**config.mk**
```make
export PLATFORM = sky130hd
export DESIGN_NAME = wav_stream_parser
export DESIGN_NICKNAME = d
export VERILOG_FILES = /design/src/wsp_pkg.sv /design/src/wav_stream_parser.sv /design/src/wsp_core.sv /design/src/wsp_outbuf.sv
export SDC_FILE = /design/constraint.sdc
export NUM_CORES = 1
export LEC_CHECK = 0
export BUFFER_PORTS_ARGS = -buffer_cell sky130_fd_sc_hd__buf_2
export CAP_MARGIN = 25
export CORE_ASPECT_RATIO = 1.75
export CORE_MARGIN = 2
export CORE_UTILIZATION = 40
export DETAILED_ROUTE_END_ITERATION = 8
export GPL_TIMING_DRIVEN = 1
export PLACE_DENSITY = 0.57
export SYNTH_ARGS = -nofsm -noshare
export SYNTH_HDL_FRONTEND = slang
export SYNTH_SLANG_ARGS = --single-unit
```
**constraint.sdc**
```tcl
create_clock -name clk -period 5.5 [get_ports clk]
set_input_delay 0 -clock clk [delete_from_list [all_inputs] [get_ports clk]]
set_output_delay 0 -clock clk [all_outputs]
set_load 0.005 [all_outputs]
```
**src/wsp_pkg.sv**
```systemverilog
package wsp_pkg;

	localparam logic [1:0] KIND_SAMPLE = 2'd0;
	localparam logic [1:0] KIND_FORMAT = 2'd1;
	localparam logic [1:0] KIND_DONE   = 2'd2;
	localparam logic [1:0] KIND_ERROR  = 2'd3;

	localparam logic [1:0] ERR_HEADER    = 2'd0;
	localparam logic [1:0] ERR_FMT_SHORT = 2'd1;
	localparam logic [1:0] ERR_NO_DATA   = 2'd2;

	localparam logic [31:0] TAG_DATA = 32'h6174_6164;

	typedef struct packed {
		logic [1:0]  kind;
		logic [15:0] sample;
		logic [31:0] rate_hz;
		logic        stereo;
		logic        wide;
		logic [1:0]  error_code;
		logic        last;
	} wsp_res_t;

	function automatic logic [7:0] riff_byte(input logic [1:0] idx);
		logic [7:0] b;
		case (idx)
			2'd0:    b = 8'h52;
			2'd1:    b = 8'h49;
			2'd2:    b = 8'h46;
			default: b = 8'h46;
		endcase
		return b;
	endfunction

	function automatic logic [7:0] wavefmt_byte(input logic [2:0] idx);
		logic [7:0] b;
		case (idx)
			3'd0:    b = 8'h57;
			3'd1:    b = 8'h41;
			3'd2:    b = 8'h56;
			3'd3:    b = 8'h45;
			3'd4:    b = 8'h66;
			3'd5:    b = 8'h6D;
			3'd6:    b = 8'h74;
			default: b = 8'h20;
		endcase
		return b;
	endfunction

	function automatic wsp_res_t mk_res(input logic [1:0] kind, input logic [15:0] smp,
			input logic [31:0] rate, input logic st, input logic wd, input logic [1:0] err);
		wsp_res_t r;
		r.kind        = kind;
		r.sample      = smp;
		r.rate_hz     = rate;
		r.stereo      = st;
		r.wide        = wd;
		r.error_code  = err;
		r.last        = 1'b0;
		return r;
	endfunction

endpackage

```
**src/wav_stream_parser.sv**
```systemverilog
// Byte-serial WAV parser: takes one file byte per word on the input channel, checks the
// 36-byte RIFF/PCM header, skips the rest of the fmt chunk and any other chunks, then
// emits a format word followed by samples (bytes, or little-endian pairs for 16-bit
// files) and a done word, or a single error word. A byte is taken every cycle while the
// output side keeps up; a byte that yields two words (format with an empty data chunk,
// or the final sample with done) holds the input until the first of the two has left,
// since the two-slot result buffer delivers one word per cycle. start_req on a word
// restarts parsing with that word's byte as header byte 0.
module wav_stream_parser (
	input  logic        clk,
	input  logic        arst_n,
	input  logic        in_valid,
	output logic        in_ready,
	input  logic [7:0]  data_byte,
	input  logic        start_req,
	input  logic        end_of_file,
	output logic        out_valid,
	input  logic        out_ready,
	output logic [1:0]  kind,
	output logic [15:0] sample,
	output logic [31:0] rate_hz,
	output logic        stereo,
	output logic        wide,
	output logic [1:0]  error_code,
	output logic        last
);
	import wsp_pkg::*;

	wsp_res_t   res0;
	wsp_res_t   res1;
	wsp_res_t   head;
	logic [1:0] nres;
	logic       fire;

	assign fire = in_valid && in_ready;

	wsp_core u_core (
		.clk         (clk),
		.arst_n      (arst_n),
		.fire        (fire),
		.data_byte   (data_byte),
		.start_req   (start_req),
		.end_of_file (end_of_file),
		.res0        (res0),
		.res1        (res1),
		.nres        (nres)
	);

	wsp_outbuf u_outbuf (
		.clk       (clk),
		.arst_n    (arst_n),
		.load      (fire),
		.res0      (res0),
		.res1      (res1),
		.nres      (nres),
		.take_ok   (in_ready),
		.out_valid (out_valid),
		.out_ready (out_ready),
		.head      (head)
	);

	assign kind        = head.kind;
	assign sample      = head.sample;
	assign rate_hz     = head.rate_hz;
	assign stereo      = head.stereo;
	assign wide        = head.wide;
	assign error_code  = head.error_code;
	assign last        = head.last;

endmodule

```
**src/wsp_core.sv**
```systemverilog
module wsp_core (
	input  logic             clk,
	input  logic             arst_n,
	input  logic             fire,
	input  logic [7:0]       data_byte,
	input  logic             start_req,
	input  logic             end_of_file,
	output wsp_pkg::wsp_res_t res0,
	output wsp_pkg::wsp_res_t res1,
	output logic [1:0]       nres
);
	import wsp_pkg::*;

	localparam logic [2:0] PH_IDLE       = 3'd0;
	localparam logic [2:0] PH_HEADER     = 3'd1;
	localparam logic [2:0] PH_FMT_SKIP   = 3'd2;
	localparam logic [2:0] PH_CHUNK_HDR  = 3'd3;
	localparam logic [2:0] PH_CHUNK_SKIP = 3'd4;
	localparam logic [2:0] PH_DATA       = 3'd5;
	localparam logic [2:0] PH_FINISHED   = 3'd6;

	logic [2:0]  phase_q, phase_d;
	logic [5:0]  pos_q, pos_d;
	logic [31:0] fa_q, fa_d;
	logic        hbad_q, hbad_d;
	logic [31:0] fmt_q, fmt_d;
	logic [31:0] rate_q, rate_d;
	logic        stereo_q, stereo_d;
	logic        wide_q, wide_d;
	logic [31:0] rem_q, rem_d;
	logic [31:0] tag_q, tag_d;
	logic [7:0]  low_q, low_d;
	logic        held_q, held_d;

	always_comb begin
		logic [15:0] half;
		wsp_res_t    r;
		phase_d  = phase_q;
		pos_d    = pos_q;
		fa_d     = fa_q;
		hbad_d   = hbad_q;
		fmt_d    = fmt_q;
		rate_d   = rate_q;
		stereo_d = stereo_q;
		wide_d   = wide_q;
		rem_d    = rem_q;
		tag_d    = tag_q;
		low_d    = low_q;
		held_d   = held_q;
		res0     = '0;
		res1     = '0;
		nres     = 2'd0;
		half     = '0;
		r        = '0;

		if (start_req) begin
			pos_d    = '0;
			fa_d     = '0;
			hbad_d   = 1'b0;
			fmt_d    = '0;
			rate_d   = '0;
			stereo_d = 1'b0;
			wide_d   = 1'b0;
			rem_d    = '0;
			tag_d    = '0;
			low_d    = '0;
			held_d   = 1'b0;
			phase_d  = PH_HEADER;
		end

		if (end_of_file) begin
			case (phase_d)
				PH_HEADER: begin
					phase_d = PH_FINISHED;
					res0 = mk_res(KIND_ERROR, '0, '0, 1'b0, 1'b0, ERR_HEADER);
					nres = 2'd1;
				end
				PH_FMT_SKIP, PH_CHUNK_HDR, PH_CHUNK_SKIP: begin
					phase_d = PH_FINISHED;
					res0 = mk_res(KIND_ERROR, '0, '0, 1'b0, 1'b0, ERR_NO_DATA);
					nres = 2'd1;
				end
				PH_DATA: begin
					held_d  = 1'b0;
					phase_d = PH_FINISHED;
					res0 = mk_res(KIND_DONE, '0, '0, 1'b0, 1'b0, ERR_HEADER);
					nres = 2'd1;
				end
				default: ;
			endcase
		end else begin
			case (phase_d)
				PH_HEADER: begin
					fa_d = {data_byte, fa_d[31:8]};
					half = fa_d[31:16];
					if (pos_d == 6'd35) begin
						if (half < 16'd8 || half > 16'd16)
							hbad_d = 1'b1;
						wide_d = half[4];
						if (hbad_d) begin
							phase_d = PH_FINISHED;
							res0 = mk_res(KIND_ERROR, '0, '0, 1'b0, 1'b0, ERR_HEADER);
							nres = 2'd1;
						end else if (fmt_d < 32'd16) begin
							// a short fmt chunk would need a backward seek
							phase_d = PH_FINISHED;
							res0 = mk_res(KIND_ERROR, '0, '0, 1'b0, 1'b0, ERR_FMT_SHORT);
							nres = 2'd1;
						end else begin
							pos_d = '0;
							fa_d  = '0;
							if (fmt_d == 32'd16) begin
								phase_d = PH_CHUNK_HDR;
							end else begin
								rem_d   = fmt_d - 32'd16;
								phase_d = PH_FMT_SKIP;
							end
						end
					end else begin
						if (pos_d < 6'd4) begin
							if (data_byte != riff_byte(pos_d[1:0]))
								hbad_d = 1'b1;
						end else if (pos_d >= 6'd8 && pos_d < 6'd16) begin
							if (data_byte != wavefmt_byte(pos_d[2:0]))
								hbad_d = 1'b1;
						end else if (pos_d == 6'd19) begin
							fmt_d = fa_d;
						end else if (pos_d == 6'd21) begin
							if (half != 16'd1)
								hbad_d = 1'b1;
						end else if (pos_d == 6'd23) begin
							if (half == 16'd0 || half > 16'd2)
								hbad_d = 1'b1;
							stereo_d = (half == 16'd2);
						end else if (pos_d == 6'd27) begin
							rate_d = fa_d;
						end
						pos_d = pos_d + 6'd1;
					end
				end
				PH_FMT_SKIP, PH_CHUNK_SKIP: begin
					rem_d = rem_d - 32'd1;
					if (rem_d == 32'd0) begin
						phase_d = PH_CHUNK_HDR;
						pos_d   = '0;
						fa_d    = '0;
					end
				end
				PH_CHUNK_HDR: begin
					fa_d = {data_byte, fa_d[31:8]};
					if (pos_d == 6'd3)
						tag_d = fa_d;
					if (pos_d < 6'd7) begin
						pos_d = pos_d + 6'd1;
					end else begin
						pos_d = '0;
						rem_d = fa_d;
						fa_d  = '0;
						if (tag_d == TAG_DATA) begin
							phase_d = PH_DATA;
							held_d  = 1'b0;
							res0 = mk_res(KIND_FORMAT, '0, rate_d, stereo_d, wide_d, ERR_HEADER);
							nres = 2'd1;
							if (rem_d == 32'd0) begin
								phase_d = PH_FINISHED;
								res1 = mk_res(KIND_DONE, '0, '0, 1'b0, 1'b0, ERR_HEADER);
								nres = 2'd2;
							end
						end else if (rem_d != 32'd0) begin
							phase_d = PH_CHUNK_SKIP;
						end
					end
				end
				PH_DATA: begin
					rem_d = rem_d - 32'd1;
					if (wide_d) begin
						if (!held_d) begin
							low_d  = data_byte;
							held_d = 1'b1;
						end else begin
							held_d = 1'b0;
							res0 = mk_res(KIND_SAMPLE, {data_byte, low_d}, '0, 1'b0, 1'b0,
								ERR_HEADER);
							nres = 2'd1;
						end
					end else begin
						res0 = mk_res(KIND_SAMPLE, {8'd0, data_byte}, '0, 1'b0, 1'b0, ERR_HEADER);
						nres = 2'd1;
					end
					if (rem_d == 32'd0) begin
						held_d  = 1'b0;
						phase_d = PH_FINISHED;
						r = mk_res(KIND_DONE, '0, '0, 1'b0, 1'b0, ERR_HEADER);
						if (nres == 2'd0)
							res0 = r;
						else
							res1 = r;
						nres = nres + 2'd1;
					end
				end
				default: ;
			endcase
		end

		if (nres == 2'd1)
			res0.last = 1'b1;
		if (nres == 2'd2)
			res1.last = 1'b1;
	end

	always_ff @(posedge clk or negedge arst_n) begin
		if (!arst_n) begin
			phase_q  <= PH_IDLE;
			pos_q    <= '0;
			fa_q     <= '0;
			hbad_q   <= 1'b0;
			fmt_q    <= '0;
			rate_q   <= '0;
			stereo_q <= 1'b0;
			wide_q   <= 1'b0;
			rem_q    <= '0;
			tag_q    <= '0;
			low_q    <= '0;
			held_q   <= 1'b0;
		end else if (fire) begin
			phase_q  <= phase_d;
			pos_q    <= pos_d;
			fa_q     <= fa_d;
			hbad_q   <= hbad_d;
			fmt_q    <= fmt_d;
			rate_q   <= rate_d;
			stereo_q <= stereo_d;
			wide_q   <= wide_d;
			rem_q    <= rem_d;
			tag_q    <= tag_d;
			low_q    <= low_d;
			held_q   <= held_d;
		end
	end

endmodule

```
**src/wsp_outbuf.sv**
```systemverilog
module wsp_outbuf (
	input  logic              clk,
	input  logic              arst_n,
	input  logic              load,
	input  wsp_pkg::wsp_res_t res0,
	input  wsp_pkg::wsp_res_t res1,
	input  logic [1:0]        nres,
	output logic              take_ok,
	output logic              out_valid,
	input  logic              out_ready,
	output wsp_pkg::wsp_res_t head
);
	import wsp_pkg::*;

	logic [1:0] cnt_q;
	wsp_res_t   slot0_q;
	wsp_res_t   slot1_q;
	logic       pop;

	assign out_valid = (cnt_q != 2'd0);
	assign pop       = out_valid && out_ready;
	// room for a full pair of results once the head word leaves
	assign take_ok   = (cnt_q == 2'd0) || (cnt_q == 2'd1 && out_ready);
	assign head      = slot0_q;

	always_ff @(posedge clk or negedge arst_n) begin
		if (!arst_n) begin
			cnt_q <= 2'd0;
		end else if (load) begin
			cnt_q <= nres;
		end else if (pop) begin
			cnt_q <= cnt_q - 2'd1;
		end
	end

	always_ff @(posedge clk) begin
		if (load) begin
			slot0_q <= res0;
			slot1_q <= res1;
		end else if (pop) begin
			slot0_q <= slot1_q;
		end
	end

endmodule
```
---- Word level (Yosys, flattened, before mapping) ----
Cells that the tools add are included.
word-level totals
  flip-flop bits (word level) ............. 293
  input port bits ......................... 14
  output and inout bits ................... 57
operators by class
  $add $sub $neg .......................... 5
  $lt $le $gt $ge ......................... 8
  equality and inequality tests ........... 27
  mux-type cells .......................... 154
  reductions and logical operators ........ 21
operator list
  kind                     count
  $mux W32                 37
  $mux W55                 14
  $pmux W55 S3             2
  $pmux W32 S3             2
  $mux W8                  14
  $pmux W55 S2             1
  $mux W53                 2
  $logic_not A32 Y1        2
  $mux W54                 1
  $pmux W7 S7              1
  $mux W1                  45
  $mux W6                  7
  $mux W3                  11
  $eq A32 B31 Y1 const B   1
  $eq A32 B5 Y1 const B    1
  $lt A32 B5 Y1 const B    1
  $reduce_bool A32 Y1      1
  $sub A32 B1 Y32 const B  1
  $sub A32 B5 Y32 const B  1
  $eq A6 B5 Y1 const B     4
  $mux W2                  12
  $pmux W6 S3              1
  $eq A16 B2 Y1 const B    1
  $gt A16 B2 Y1 const B    1
  30 further kinds         51

---- Depth between registers and ports, before layout ----
  depth after elaboration ................. 15
  mapped depth ............................ 22

---- Cells and area by module ----
From an unflattened synthesis, not the netlist that was laid out.
second synthesis, totals
  cell total of the unflattened synthesis .. 1656
  area total of the unflattened synthesis .. 16393.2 µm²
by module, submodules not included
  module             times used  cells each  area an instance (µm²)  seq. area each (µm²)
  wsp_core           1           1465        12266.8                 4329.2
  wsp_outbuf         1           190         4120.2                  3353.2
  wav_stream_parser  1           1           6.3                     0.0

---- Worst setup path before layout ----
Ideal clock, no wire load.
  path type ............................... input-to-reg
  start point ............................. input port start_req
  end point ............................... register u_outbuf.slot0_q (netlist bit u_outbuf.head[0]), data pin
  setup time .............................. 256 ps
  arrival time ............................ 4145 ps
  data required time ...................... 5244 ps
  slack ................................... 1099 ps
  stages on the path ...................... 21
  buffers on the path ..................... 8
  cells stage by stage .................... clkbuf_1 > inv_1 > clkbuf_1 > clkbuf_1 > clkbuf_1 > clkbuf_1 > nand2_1 > ha_1 > clkbuf_1 > clkbuf_1 > xor2_1 > a2111oi_0 > nand4_1 > nor4b_2 > nand4_2 > inv_1 > buf_2 > ha_1 > a211oi_1 > o21ai_0 > a22o_1
between the ends
  longest elaborated chain between the ends .. 14
  elaborated cells on any way between the ends .. 60
  those cells by class .................... add/sub: 2; order compare: 4; eq/ne: 9; mux: 40; reduce/logical: 5
RTL lines
  item                                            line                     text
  start: declaration                              wav_stream_parser.sv:15  input logic start_req,
  $mux W32                                        wsp_core.sv:56           if (start_req) begin
  $lt A16 B4 Y1 or $gt A16 B5 Y1 (tied branches)  wsp_core.sv:97           if (half < 16'd8 || half > 16'd16)
  $logic_or A1 B1 Y1                              wsp_core.sv:97
  $mux W1                                         wsp_core.sv:97
  $mux W1                                         wsp_core.sv:96           if (pos_d == 6'd35) begin
  $mux W1                                         wsp_core.sv:92           case (phase_d)
  $mux W1                                         wsp_core.sv:71           if (end_of_file) begin
  $mux W2                                         wsp_core.sv:100          if (hbad_d) begin
  $mux W2                                         wsp_core.sv:96
  $pmux W2 S3                                     wsp_core.sv:92
  $mux W2                                         wsp_core.sv:71
  $eq A2 B1 Y1                                    wsp_core.sv:205          if (nres == 2'd1)
  $mux W1 (*)                                     wsp_core.sv:205
  $mux W55 (*)                                    wsp_outbuf.sv:37         if (load) begin
  end signal: assignment                          wsp_outbuf.sv:38         slot0_q <= res0;
  end signal: assignment                          wsp_outbuf.sv:41         slot0_q <= slot1_q;
  end: declaration                                wsp_outbuf.sv:16         wsp_res_t slot0_q;
Every way passes the cells marked *; elsewhere a longest branch is shown, timed or not. The select of a mux whose other input is x is not followed.
A chain may end at the register's enable or synchronous reset.

---- Worst setup path in the final report ----
  start point ............................. register u_core.rem_q[10]
  end point ............................... register u_outbuf.slot0_q (netlist bit u_outbuf.head[0]), data pin
between the ends
  longest elaborated chain between the ends .. 9
  elaborated cells on any way between the ends .. 12
  those cells by class .................... add/sub: 1; eq/ne: 1; mux: 9; reduce/logical: 1
RTL lines
  item                      line              text
  start: declaration        wsp_core.sv:30    logic [31:0] rem_q, rem_d;
  start signal: assignment  wsp_core.sv:234   rem_q <= rem_d;
  $mux W32 (*)              wsp_core.sv:56
  $sub A32 B1 Y32 (*)       wsp_core.sv:175   rem_d = rem_d - 32'd1;
  $logic_not A32 Y1 (*)     wsp_core.sv:190   if (rem_d == 32'd0) begin
  $mux W2                   wsp_core.sv:190
  $pmux W2 S3               wsp_core.sv:92
  $mux W2                   wsp_core.sv:71
  $eq A2 B1 Y1              wsp_core.sv:205
  $mux W1 (*)               wsp_core.sv:205
  $mux W55 (*)              wsp_outbuf.sv:37
Every way passes the cells marked *; elsewhere a longest branch is shown, timed or not.

==> impl_metrics.json <==
{
  "hold_path_class": "in -> reg",
  "cts_buffer_depth": 3,
  "rsz0062_at_grt": "no",
  "r2r_slack_ns": 1.11,
  "io_buffers": 70,
  "wirelength_mm": 54.0,
  "synth_cells": 1603,
  "finalCritPeriodShare_pct": 79.8,
  "startpoint": "u_core.rem_q[10]$_DFFE_PN0P_",
  "crit_fanout": 9,
  "tightest_slew_ns": 1.10,
  "detail_route.drc_violations": 0,
  "grt-ovfl-total": 0,
  "r2r_cells": 11,
  "synth-edff-count": 57,
  "stdcell_area_sq_mm": 0.0158,
  "cp-end-kind": "flip-flop",
  "dpl_worst_slack_ns": 1.31,
  "setup_violations": 0,
  "crit_type": "reg -> reg",
  "area_growth_pct": 11.6,
  "crit_arrival_ns": 4.68,
  "min_to": "u_core.rem_q[23]$_DFFE_PN0P_",
  "avgSynthCellArea_sq_um": 8.83,
  "ctsResizeCount": 0,
  "hpwl_mm": 37.4,
  "die_h_microns": 253,
  "grt_pass1_wl_mm": 81.5,
  "cp-start-kind": "flip-flop",
  "clk_latency_ns": 0.54,
  "postLayoutCoreUtil_pct": 45.0,
  "hold_depth": 3,
  "core_area_sq_mm": 0.0351,
  "grt_use_total_pct": 28.6,
  "cts-root-buf": "clkbuf_16",
  "nNetsFinal": 1626,
  "min-delay-start": "start_req",
  "reg2reg_from": "u_core.rem_q[10]$_DFFE_PN0P_",
  "finalCriticalPeriod_ns": 4.39,
  "worst_slack_ns": 1.11,
  "yosysTopAreaCell": "dfrtp_1",
  "die_area_sq_mm": 0.0370,
  "met2_length_mm": 26.9,
  "cts_buffers": 24,
  "post_synth_num_cell_types": 82,
  "wl_met1_mm": 20.1,
  "initialDrtViolationCount": 1356,
  "drive_gt1_share_pct": 11.6,
  "reg2reg_to": "u_outbuf.head[0]$_DFFE_PP_",
  "total_leakage_power_nw": 6.40,
  "htree_levels": 1,
  "yosys.area.top_type_share_pct": 31.0,
  "final_common_cell": "dfrtp_1",
  "grt_pass1_vias": 13004,
  "top_layer": "met4",
  "ys_ff_latch": 232,
  "drv_cap": 0,
  "total_power_mw": 6.47,
  "rows": 91,
  "syn_area_sq_mm": 0.0141,
  "clock.fmax_mhz": 228,
  "grt_max_degree": 156,
  "setup-tns-final_ns": 0,
  "viasPerCell": 6.49,
  "cts.clk_slew.worst_paths_ns": 0.07,
  "via_count": 13518,
  "start_util_pct": 40.3,
  "finalNonFillerCells": 2082,
  "dpl.cell_count": 2026,
  "clock-sinks": 232,
  "dpl-instance-area_sq_mm": 0.0148,
  "skew_ns": 0.0121,
  "synth_seq_area_share_pct": 43.0,
  "synth.area.top_cells": "dfrtp_1, edfxtp_1, o21ai_0, nand2_1, a22oi_1",
  "drv_slew": 0,
  "p_per_area_mw_per_mm2": 410,
  "finalHoldViolCount": 0,
  "fin_hold_ws_ns": 0.0497,
  "max-vdd-ir-drop_uv": 251,
  "max_slew_margin_pct": 26.3,
  "die_w_microns": 146,
  "diodes": 0,
  "crit_required_ns": 5.79,
  "io_pins": 71,
  "globalplace.congestion": 0.980,
  "met3_wirelength_mm": 3.08,
  "yosysWarningCount": 0,
  "synth_nets": 1630,
  "run_status": "completed",
  "cts_tree": "built",
  "layout_common_cells": "dfrtp_1, nand2_1, o21ai_0",
  "synthArstFlopShare_pct": 75.4,
  "post_drt_wl_per_cell_microns": 25.9,
  "ant_nets": 0,
  "drt_pass1_iterations": 6,
  "ys.flop_type": "dfrtp_1",
  "grt_antenna_before_repair": 0
}
==> registers in the layout, summed over array words and instances, names as in the netlist <==
name              count
u_core.fa_q          24
u_core.fmt_q         32
u_core.hbad_q         1
u_core.held_q         1
u_core.low_q          8
u_core.phase_q        3
u_core.pos_q          6
u_core.rate_q        32
u_core.rem_q         32
u_core.stereo_q       1
u_core.tag_q         32
u_core.wide_q         1
u_outbuf.cnt_q        2
u_outbuf.head        55
u_outbuf.slot1_q      2
==> per-layer routing <==
metal  up-vias  global-route usage [%]
met1      6622                    33.5
met5         -                       0
li1       6034                       -
met4         0                    17.8
met3       196                    2.86
met2       666                    50.2
==> cells by family (layout without fill, tap and decap cells) <==
group,after synthesis,count (layout),synth area share [%]
fa+ha+maj,13,13,1.15
xor+xnor,24,24,1.49
flops,232,232,43.0
mux,32,32,2.32
buf+inv,177,191,4.91
simple gates,574,574,21.2
compound gates,551,551,25.9
==> worst max-delay path, stage by stage, from the launching register on <==
cell	delay, ns
dfrtp_1	0.52
nor4_2	0.78
nand4_1	0.45
a2111oi_0	0.52
a211oi_1	0.15
nor3_1	0.40
nand4_2	0.28
inv_1	0.14
ha_1	0.23
a211oi_1	0.22
o21ai_0	0.21
a22o_1	0.23
==> synthesized netlist by cell type (12+ instances only) <==
master and count:
or3_1 18, a211oi_1 16, a21o_1 17, nand3_1 36, o22ai_1 12, nor2_1 107, a22o_1 54, clkbuf_1 131
ha_1 13, dfrtp_1 175, nand4_1 20, and3_1 51, xnor2_1 13, or4_1 17, nor4_1 32, edfxtp_1 57
a31oi_1 24, a22oi_1 75, a21oi_1 97, nor3_1 42, o21ai_0 151, inv_1 28, nand2_1 158, mux2i_1 26
nor2b_1 19
==> what timing repair did <==
item | in CTS | in global routing
hold buffers | 11 | 0
setup buffers | 0 | 0
hold endpoints to repair | 102 | 0
==> where the power goes <==
part	internal (mW)	switching [mW]	leakage, nW	total, mW
Combinational	0.760	1.37	3.05	2.13
Clock	1.00	0.732	0.408	1.73
Sequential	2.07	0.529	2.94	2.60
==> area by class of cell <==
class | count | area [sq um]
Clock inverter | 14 | 158
Tap cell | 465 | 582
Sequential cell | 232 | 6090
Timing Repair Buffer | 118 | 783
Fill cell | 3450 | 19300
Multi-Input combinational cell | 1194 | 7400
Inverter | 29 | 109
Clock buffer | 30 | 664
==> worst max-delay path by stage <==
stage / end / slack (ns)
3_5_place_dp: u_outbuf.head[0]$_DFFE_PP_ / 1.31
5_1_grt: u_outbuf.head[0]$_DFFE_PP_ / 1.04
6_report: u_outbuf.head[0]$_DFFE_PP_ / 1.11
4_1_cts: u_outbuf.head[0]$_DFFE_PP_ / 1.26
2_1_floorplan: u_outbuf.head[0]$_DFFE_PP_ / 1.10
3_3_place_gp: u_outbuf.head[0]$_DFFE_PP_ / 1.35
No activity file was read; power rests on OpenSTA's default activity.
